<file path="config.mk">
export PLATFORM = sky130hd
export DESIGN_NAME = pprp_plotter
export DESIGN_NICKNAME = d
export VERILOG_FILES = /design/src/design/pprp_pkg.sv /design/src/design/pprp_plotter.sv
export VERILOG_INCLUDE_DIRS = /design/src /design/src/design
export SDC_FILE = /design/constraint.sdc
export NUM_CORES = 1
export LEC_CHECK = 0
export BUFFER_PORTS_ARGS = -buffer_cell sky130_fd_sc_hd__clkbuf_2
export CAP_MARGIN = 40
export CORE_MARGIN = 2
export CORE_UTILIZATION = 50
export CTS_CLUSTER_DIAMETER = 80
export DETAILED_ROUTE_END_ITERATION = 12
export MAX_ROUTING_LAYER = met4
export PLACE_DENSITY = 0.83
export REMOVE_ABC_BUFFERS = 1
export SLEW_MARGIN = 20
export SYNTH_ARGS = -nofsm -noshare
export SYNTH_HDL_FRONTEND = slang
export SYNTH_SLANG_ARGS = --single-unit
</file>
<file path="constraint.sdc">
create_clock -name clock -period 2.2 [get_ports clock]
set_input_delay 0 -clock clock [delete_from_list [all_inputs] [get_ports clock]]
set_output_delay 0 -clock clock [all_outputs]
set_load 0.005 [all_outputs]
</file>
<file path="src/design/assert_macros.svh">
// ----------------------------------------------------------------------------
// assert_macros.svh
// shared concurrent assertion macros for the dot plotting pipeline
// ----------------------------------------------------------------------------
`ifndef ASSERT_MACROS_SVH
`define ASSERT_MACROS_SVH

// same-cycle implication
`define ASSERT_IMPLY(label, clk, rst, ante, cons, msg) \
   label: assert property (@(posedge clk) disable iff (rst) (ante) |-> (cons)) \
      else $error(msg);

// next-cycle implication
`define ASSERT_NEXT(label, clk, rst, ante, cons, msg) \
   label: assert property (@(posedge clk) disable iff (rst) (ante) |=> (cons)) \
      else $error(msg);

`endif

</file>
<file path="src/design/pprp_pkg.sv">
// ----------------------------------------------------------------------------
// pprp_pkg
// types and constants shared by the point rotate, project and plot pipeline
// ----------------------------------------------------------------------------
package pprp_pkg;

   localparam int FRAC_BITS  = 12;
   localparam int COORD_W    = 16;
   localparam int SIN_W      = 14;
   localparam int DIM_W      = 10;
   localparam int COLOR_W    = 8;
   localparam int NIB_W      = 4;
   localparam int PIX_W      = 16;
   localparam int ONE        = 1 << FRAC_BITS;
   localparam int PROD_W     = COORD_W + SIN_W;
   localparam int SUM_W      = PROD_W + 1;
   localparam int SCALE_DIV  = 25;
   localparam int SIZE_BASE  = 3;
   localparam int DEPTH_SH   = 2;
   localparam int DOT_PIXELS = 4;
   localparam int DOT_CNT_W  = $clog2(DOT_PIXELS);
   localparam int CSR_IDX_W  = 3;
   localparam int CSR_DATA_W = SIN_W;
   localparam int ISSUE_GAP  = DOT_PIXELS - 1;
   localparam int GAP_W      = $clog2(DOT_PIXELS);

   localparam logic [NIB_W-1:0]        ALPHA       = 4'hF;
   localparam logic signed [SIN_W-1:0] RST_SINE    = 14'sd0;
   localparam logic signed [SIN_W-1:0] RST_COSINE  = 14'sd4096;
   localparam logic [DIM_W-1:0]        RST_WIDTH   = 10'd480;
   localparam logic [DIM_W-1:0]        RST_HEIGHT  = 10'd272;

   typedef enum logic [CSR_IDX_W-1:0] {
      CSR_ROT1_SINE     = 3'd0,
      CSR_ROT1_COSINE   = 3'd1,
      CSR_ROT2_SINE     = 3'd2,
      CSR_ROT2_COSINE   = 3'd3,
      CSR_ROT3_SINE     = 3'd4,
      CSR_ROT3_COSINE   = 3'd5,
      CSR_SCREEN_WIDTH  = 3'd6,
      CSR_SCREEN_HEIGHT = 3'd7
   } csr_index_type;

   typedef struct packed {
      logic signed [COORD_W-1:0] x_coord;
      logic signed [COORD_W-1:0] y_coord;
      logic signed [COORD_W-1:0] z_coord;
      logic [COLOR_W-1:0]        red;
      logic [COLOR_W-1:0]        green;
      logic [COLOR_W-1:0]        blue;
   } point_type;

   typedef struct packed {
      logic [PIX_W-1:0] pixel_x;
      logic [PIX_W-1:0] pixel_y;
      logic [PIX_W-1:0] pixel_color;
      logic             last_pixel;
   } pixel_type;

   typedef struct packed {
      logic signed [SIN_W-1:0] rot1_sine;
      logic signed [SIN_W-1:0] rot1_cosine;
      logic signed [SIN_W-1:0] rot2_sine;
      logic signed [SIN_W-1:0] rot2_cosine;
      logic signed [SIN_W-1:0] rot3_sine;
      logic signed [SIN_W-1:0] rot3_cosine;
      logic [DIM_W-1:0]        screen_width;
      logic [DIM_W-1:0]        screen_height;
   } cfg_type;

   typedef struct packed {
      logic signed [COORD_W-1:0] x_coord;
      logic signed [COORD_W-1:0] y_coord;
      logic signed [COORD_W-1:0] z_coord;
      logic [PIX_W-1:0]          color;
   } rot_type;

   typedef struct packed {
      logic [PIX_W-1:0] pos_x;
      logic [PIX_W-1:0] pos_y;
      logic [PIX_W-1:0] color;
   } dot_type;

endpackage

</file>
<file path="src/design/pprp_plotter.sv">
// ----------------------------------------------------------------------------
// pprp_plotter
// expands one dot into the four pixels of a 2x2 square, one per cycle
// ----------------------------------------------------------------------------
`include "assert_macros.svh"

module pprp_plotter import pprp_pkg::*; (
   input  logic      clock,
   input  logic      reset,
   input  logic      dot_valid,
   input  dot_type   dot,
   output logic      rsp_valid,
   output pixel_type rsp_data
);

   logic                 active_ff, active_in;
   logic [DOT_CNT_W-1:0] cnt_ff, cnt_in;
   dot_type              base_ff;
   logic                 rsp_valid_ff, rsp_valid_in;
   pixel_type            rsp_ff, rsp_in;

   always_comb begin
      logic [DOT_CNT_W-1:0] k;
      dot_type              src;
      k   = dot_valid ? '0 : cnt_ff;
      src = dot_valid ? dot : base_ff;
      rsp_in.pixel_x     = src.pos_x + PIX_W'(k[0]);
      rsp_in.pixel_y     = src.pos_y + PIX_W'(k[1]);
      rsp_in.pixel_color = src.color;
      rsp_in.last_pixel  = &k;
      cnt_in       = k + 1'b1;
      active_in    = dot_valid | (active_ff & ~(&cnt_ff));
      rsp_valid_in = dot_valid | active_ff;
   end

   always_ff @(posedge clock) begin
      if (reset) begin
         active_ff    <= 1'b0;
         cnt_ff       <= '0;
         rsp_valid_ff <= 1'b0;
      end else begin
         active_ff    <= active_in;
         cnt_ff       <= cnt_in;
         rsp_valid_ff <= rsp_valid_in;
      end
   end

   always_ff @(posedge clock) begin
      if (dot_valid) begin
         base_ff <= dot;
      end
      rsp_ff <= rsp_in;
   end

   assign rsp_valid = rsp_valid_ff;
   assign rsp_data  = rsp_ff;

   `ASSERT_IMPLY(a_no_overrun, clock, reset, dot_valid, !active_ff, "dot arrived mid-square")
   `ASSERT_NEXT(a_square_whole, clock, reset, rsp_valid_ff && !rsp_ff.last_pixel, rsp_valid_ff, "square cut short")
   `ASSERT_IMPLY(a_last_count, clock, reset, active_ff, rsp_valid_ff && (rsp_ff.last_pixel == 1'b0), "last pixel before square ends")

endmodule

</file>
Word level (Yosys, flattened, before mapping)
Index checks and enable logic that the tools add are counted.

Input bits: 51. Output and inout bits: 50. Flip-flop bits (word level): 85. Word-level logic and storage cells: 20.

Multiplexer cells: 2. Bitwise gates (word level): 4. Reduce and logical (&&, ||, !) cells: 2. $add $sub $neg: 3.

Operator list (number): two-way mux 48 bit (1); adder 16 x 1 -> 16 bit (2); AND reduction 2 bit (2); adder 2 x 1 -> 2 bit (second input constant) (1); two-way mux 2 bit (1); bitwise OR 1 bit (2); AND 1 bit (1); inverter 1 bit (1).

Logic depth before layout (Yosys ltp)
Gate-level depths: netlist of run 1.

Depth in word-level cells: 4. Depth in mapped cells: 9. Depth with buffers taken out: 6.

Least setup slack after synthesis of run 1
No wires, ideal clock.

Path type: input port to flip-flop. Start point: input port dot_valid. End point: register rsp_ff, in the netlist rsp_data[45]. Buffers on the path: 3. Library setup time: 0.072 ns. Path slack: 0.440 ns. Data required time: 2.128 ns. Stages on the path: 9. Arrival time: 1.688 ns. Path through: clkbuf_4 buf_6 buf_2 mux2_2 ha_1 ha_1 nor2b_2 nand4_1 xnor2_1.

RTL lines: start, declared (RTL line pprp_plotter.sv:10) `input logic dot_valid,`; end signal, assigned (RTL line pprp_plotter.sv:52) `rsp_ff <= rsp_in;`; end, declared (RTL line pprp_plotter.sv:20) `pixel_type rsp_ff, rsp_in;`.

==> impl_metrics.yaml, run 1 <==
global_routing:
  grt_max_degree: 65
  grt_usage_pct: 19.4
  grt_pass1_vias: 2231
  grt_overflow_total: 0
  antenna_found_initial: 0
  grt_pass1_wl_mm: 10.5
cts:
  cts_buffers: 9
  ctsHoldBuffers: 48
  clk_pin_slew_worst_paths_ns: 0.09
  clockRootBuffer: "clkbuf_8"
  post_cts_buffers: 0
  clkSinkCount: 85
  htreeDepth: 3
  cts_tree: "done"
  clk_latency_ns: 0.35
  clockBufferDepth: 2
  cts_resized: 0
finish:
  nNetsFinal: 450
  final_core_util_pct: 69.7
  area_growth_pct: 35.8
  most-common-layout-cells: "clkbuf_2, dfxtp_1, dlygate4sd3_1"
  final_common_cell: "clkbuf_2"
  drive_gt1_share_pct: 37.7
  antenna_cells: 0
setup_path:
  required_ns: 2.44
  r2r-end: "rsp_data[30]"
  cp.arrival_ns: 2.01
  crit-reg2reg-launch: "cnt_ff[1]"
  start_kind: "register"
  cp_max_fo: 7
  end_kind: "register"
  crit_type: "reg -> reg"
  r2r_slack_ns: 0.43
  crit_start: "cnt_ff[1]"
  rr_worst_depth: 6
  cp-endpoint: "rsp_data[30]"
routing:
  firstDrtPassIters: 4
  drc: 0
  vias_per_cell: 4.78
  ant_nets: 0
  routed_wl_mm: 6.36
  vias: 2269
  drt-initial-drc-count: 123
  route.detailed.wl_per_inst_um: 13.4
die:
  ios: 101
  core.rowCount: 29
  fp.dieH_um: 84.3
  die-area_um2: 7100
  die_x_um: 84.3
  fp.coreArea_um2: 6280
  start_util_pct: 51.3
yosys:
  synth_simple_gate_area_share_pct: 11.2
  synth_top_family_by_area: "simple AND/OR/NAND/NOR gates"
  yosysSeqAreaShare_pct: 57.8
  synth_compound_area_share_pct: 4.11
  synth-edff-count: 16
  synth_mux_area_share_pct: 10.8
  yosysUniqueCellTypes: 31
  syn-cell-area_um2: 3220
  avgSynthCellArea_um2: 12.6
  async_reset_ff_share_pct: 0
  synth_ff_type: "dfxtp_1"
  synth_cells: 255
  ys.warnings.count: 0
  yosys.area_share.adder_pct: 2.33
  yosys_register_bits: 85
  synth-xor-area-share_pct: 7.34
sta:
  slew_violations: 0
  hold_violations: 0
  slew_headroom_pct: 72.8
  fin_setup_tns_ns: 0
  max_freq_mhz: 564
  finClkSkew_ns: 0.0125
  rsz0062_at_grt: "false"
  setup_violations: 0
  fin_crit_sh_pct: 80.6
  fin_crit_ns: 1.77
  tightest_slew_ns: 0.407
pwr:
  power_leakage_nw: 1.95
  power_density_nw_per_um2: 793
  max-vdd-ir-drop_mv: 0.469
placed_design:
  gp_congestion: 0.812
  io_buffers: 100
  dp_hpwl_mm: 4.10
min_path:
  hp-class: "in -> reg"
run_status:
  status: "finished clean"
flow_run:
  max-cap-violations: 0
[routing by layer]
metal	GRT usage (%)	vias to the layer above	part of all wire [%]
met5	-	-	0
met3	3.54	10	3.9
met4	8.06	0	1.6
met2	32.4	63	51
li1	-	1136	-
met1	23.0	1060	43
[kinds of logic (layout without fill, tap and decap cells)]
kind of cell / Yosys count / in the layout
AO/OA/AOI/OAI: 12 / 12
adder cells (fa/ha/maj): 6 / 6
AND/OR/NAND/NOR: 60 / 60
XOR/XNOR: 27 / 27
multiplexers: 32 / 32
buffers and inverters: 33 / 176
flip-flops: 85 / 85
[sequential cells by signal, indices dropped and copies added (netlist names)]
name       flops
active_ff      1
cnt_ff         2
rsp_data      49
rsp_valid      1
base_ff       32
[through the flow]
stage | cell area, µm² | total power, W | worst slack [ns] | hold WS (ns) | cells
floorplan | 3060 | 0.00202 | 0.713 | 0.0716 | 233
global placement | 3670 | 0.00221 | 0.471 | 0.179 | 411
detailed placement | 3670 | 0.00223 | 0.455 | 0.179 | 411
CTS | 4380 | 0.00349 | 0.438 | 0.00324 | 475
global route | 4380 | 0.00363 | 0.257 | 0.0354 | 475
finish | 4380 | 0.00347 | 0.427 | 0.0211 | 475
[critical path: stages (launching register included)]
cell and delay [ns]:
dfxtp_1 0.31, nor2b_1 0.30, ha_1 0.25, nand4b_1 0.15
a21oi_2 0.34, nand4_1 0.16, xnor2_1 0.15
[synthesized netlist by cell type, types with 2 or more instances]
library cell,n,area share (%)
nand2_1,16,1.9
buf_6,2,0.70
nand4_1,9,1.7
xor2_1,3,0.82
inv_1,11,1.3
buf_4,17,4.0
nand4b_4,2,1.5
nand3_1,15,2.3
o21ai_0,4,0.62
ha_1,6,2.3
xnor2_1,24,6.5
nor2b_1,3,0.58
edfxtp_1,16,15
buf_2,2,0.31
mux2_2,21,7.3
mux2i_1,11,3.4
dfxtp_1,69,43
nand4b_1,3,0.82
nand3b_1,2,0.47
a2111oi_2,2,0.93
nand4_2,2,0.78
nor2_1,6,0.70
[area by class of cell]
| class | count | area (µm²) |
|---|---|---|
| Sequential cell | 85 | 1860 |
| Tap cell | 77 | 96.3 |
| Fill cell | 458 | 1900 |
| Clock inverter | 7 | 100 |
| Inverter | 11 | 41.3 |
| Timing Repair Buffer | 149 | 1000 |
| Multi-Input combinational cell | 137 | 1150 |
| Clock buffer | 9 | 124 |
[worst min-delay path by stage]
stage,start,to,slack (ns),cells past startpoint
floorplan,reset,cnt_ff[1],0.07,1
global placement,dot[15],rsp_data[16],0.18,1
detailed placement,dot[6],rsp_data[7],0.18,1
CTS,dot[38],base_ff[38],0.003,3
global route,dot[38],base_ff[38],0.04,3
finish,dot[38],base_ff[38],0.02,3
[power breakdown]
group / total [W] / internal, W / switching (W)
sequential: 0.00181 / 0.00174 / 0.0000621
combinational: 0.000459 / 0.000253 / 0.000206
clock: 0.00121 / 0.000643 / 0.000563
Power figures use the tool's default switching activity.
==> inputs of run 2 (changes only) <==
- clock period: 2.2 -> 1.86 ns (I/O delays scaled with it)
==> run 2 against run 1 <==
Against the previous run: first-iteration DRC count down 47%; register-to-register slack worse by 0.24 ns; clock power is 17% higher; via count up 1.9%; die area did not move; total power is 19% higher; combinational power is 21% higher; largest power group unchanged; sequential cell count is the same; critical path type unchanged; wire length increased by 6.5%; global-route usage rose by 0.84 points; cell count increased by 0.42%; hold slack got worse by 0.0040 ns.
==> impl_metrics.yaml, run 2 (synthesis results as in run 1) <==
run_status:
  status: "finished clean"
global_routing:
  grt_max_degree: 32
  grt_pass1_vias: 2325
  grt_usage_pct: 20.2
  grt_pass1_wl_mm: 10.9
  grt_overflow_total: 0
  antenna_found_initial: 0
finish:
  multiInputGateArea_um2: 1160
  regArea_um2: 1860
  nNetsFinal: 452
  final_common_cell: "clkbuf_2"
  area_growth_pct: 36.6
  fillCellCount: 459
  antenna_cells: 0
  most-common-layout-cells: "clkbuf_2, dfxtp_1, dlygate4sd3_1"
  largest_reg_flops: 49
  drive_gt1_share_pct: 38.0
setup_path:
  crit_type: "reg -> reg"
  worstPathBufferInverterCount: 0
  cp_max_fo: 6
  end_kind: "register"
  cp_slowest_cell: "a21boi_2"
  slowest_delay_ns: 0.33
  path_common_cell: "ha_1"
  required_ns: 2.10
  crit_family: "simple AND/OR/NAND/NOR gates"
  start_kind: "register"
  cp.arrival_ns: 1.92
  crit_chain: "nor2b_1 -> ha_1 -> ha_1 -> a21boi_2 -> nand4_1 -> xnor2_1"
  r2r_slack_ns: 0.19
sta:
  slew_headroom_pct: 71.1
  max_freq_mhz: 598
  setup_violations: 0
  hold_slack_ns: 0.0171
  fin_setup_tns_ns: 0
  fin_crit_ns: 1.67
  hold_violations: 0
  tightest_slew_ns: 0.421
  slew_violations: 0
  finClkSkew_ns: 0.00922
  rsz0062_at_grt: "false"
  fin_crit_sh_pct: 89.9
placed_design:
  gp_congestion: 0.874
  dp_hpwl_mm: 4.23
  io_buffers: 100
die:
  die_x_um: 84.3
  fp.dieH_um: 84.3
  core.rowCount: 29
  ios: 101
  start_util_pct: 51.3
  die-area_um2: 7100
  fp.coreArea_um2: 6280
routing:
  drt-initial-drc-count: 65
  firstDrtPassIters: 4
  vias: 2312
  vias_per_cell: 4.85
  ant_nets: 0
  routed_wl_mm: 6.77
  drc: 0
  route.detailed.wl_per_inst_um: 14.2
pwr:
  power_leakage_nw: 1.96
  power_density_nw_per_um2: 934
  power.total_w: 0.00411
  max-vdd-ir-drop_mv: 0.551
cts:
  clockRootBuffer: "clkbuf_8"
  clockBufferDepth: 2
  clk_latency_ns: 0.35
  htreeDepth: 3
  post_cts_buffers: 0
  cts_buffers: 9
  cts_tree: "done"
  clkSinkCount: 85
  clk_pin_slew_worst_paths_ns: 0.09
min_path:
  hp-class: "in -> reg"
flow_run:
  max-cap-violations: 0
==> run 2: power by group <==
part / switching, W / internal, W / leakage [nW] / total [W]
Sequential: 0.0000726 / 0.00206 / 0.738 / 0.00214
Combinational: 0.000251 / 0.000303 / 1.12 / 0.000554
Clock: 0.000661 / 0.000763 / 0.106 / 0.00142
==> run 2: worst paths after layout <==
kind / from / to / cells after the start
max: cnt_ff[1] / rsp_data[29] / 6
min: dot[39] / base_ff[39] / 3
max reg2reg: cnt_ff[1] / rsp_data[29] / 6
min reg2reg: cnt_ff[0] / active_ff / 1
==> run 2: area by class of cell <==
class,instances,area share [%]
inverters,11,0.938
repair buffers,151,23.1
flip-flops and latches,85,42.3
multi-input cells,137,26.5
clock buffers,9,2.81
clock inverters,7,2.22
well taps,77,2.19
==> run 2: what timing repair did <==
action	CTS	global route
gates resized for setup	0	2
setup endpoints to repair	0	6
hold buffers	48	0
hold endpoints to repair	53	0
==> run 2: tightest hold or removal path, delay by kind of cell <==
family	cells	cell delay (ns)
buffers and inverters	2	0.20
muxes	1	0.12
==> run 2: routing by layer <==
metal	GRT usage, %	part of all wire (%)	vias to the layer above
met5	-	0	-
li1	-	-	1146
met2	35.8	53	78
met3	5.31	5.4	15
met4	7.77	2.3	0
met1	21.5	39	1073
==> run 2: through the flow <==
stage | setup slack, ns | cell area [µm²] | instances | util, %
2_1_floorplan | 0.373 | 3060 | 233 | -
5_1_grt | 0.00727 | 4400 | 477 | 70.1
4_1_cts | 0.112 | 4390 | 477 | 69.9
3_3_place_gp | 0.137 | 3690 | 413 | 58.7
3_5_place_dp | 0.119 | 3690 | 413 | 58.7
6_report | 0.187 | 4400 | 477 | 70.1
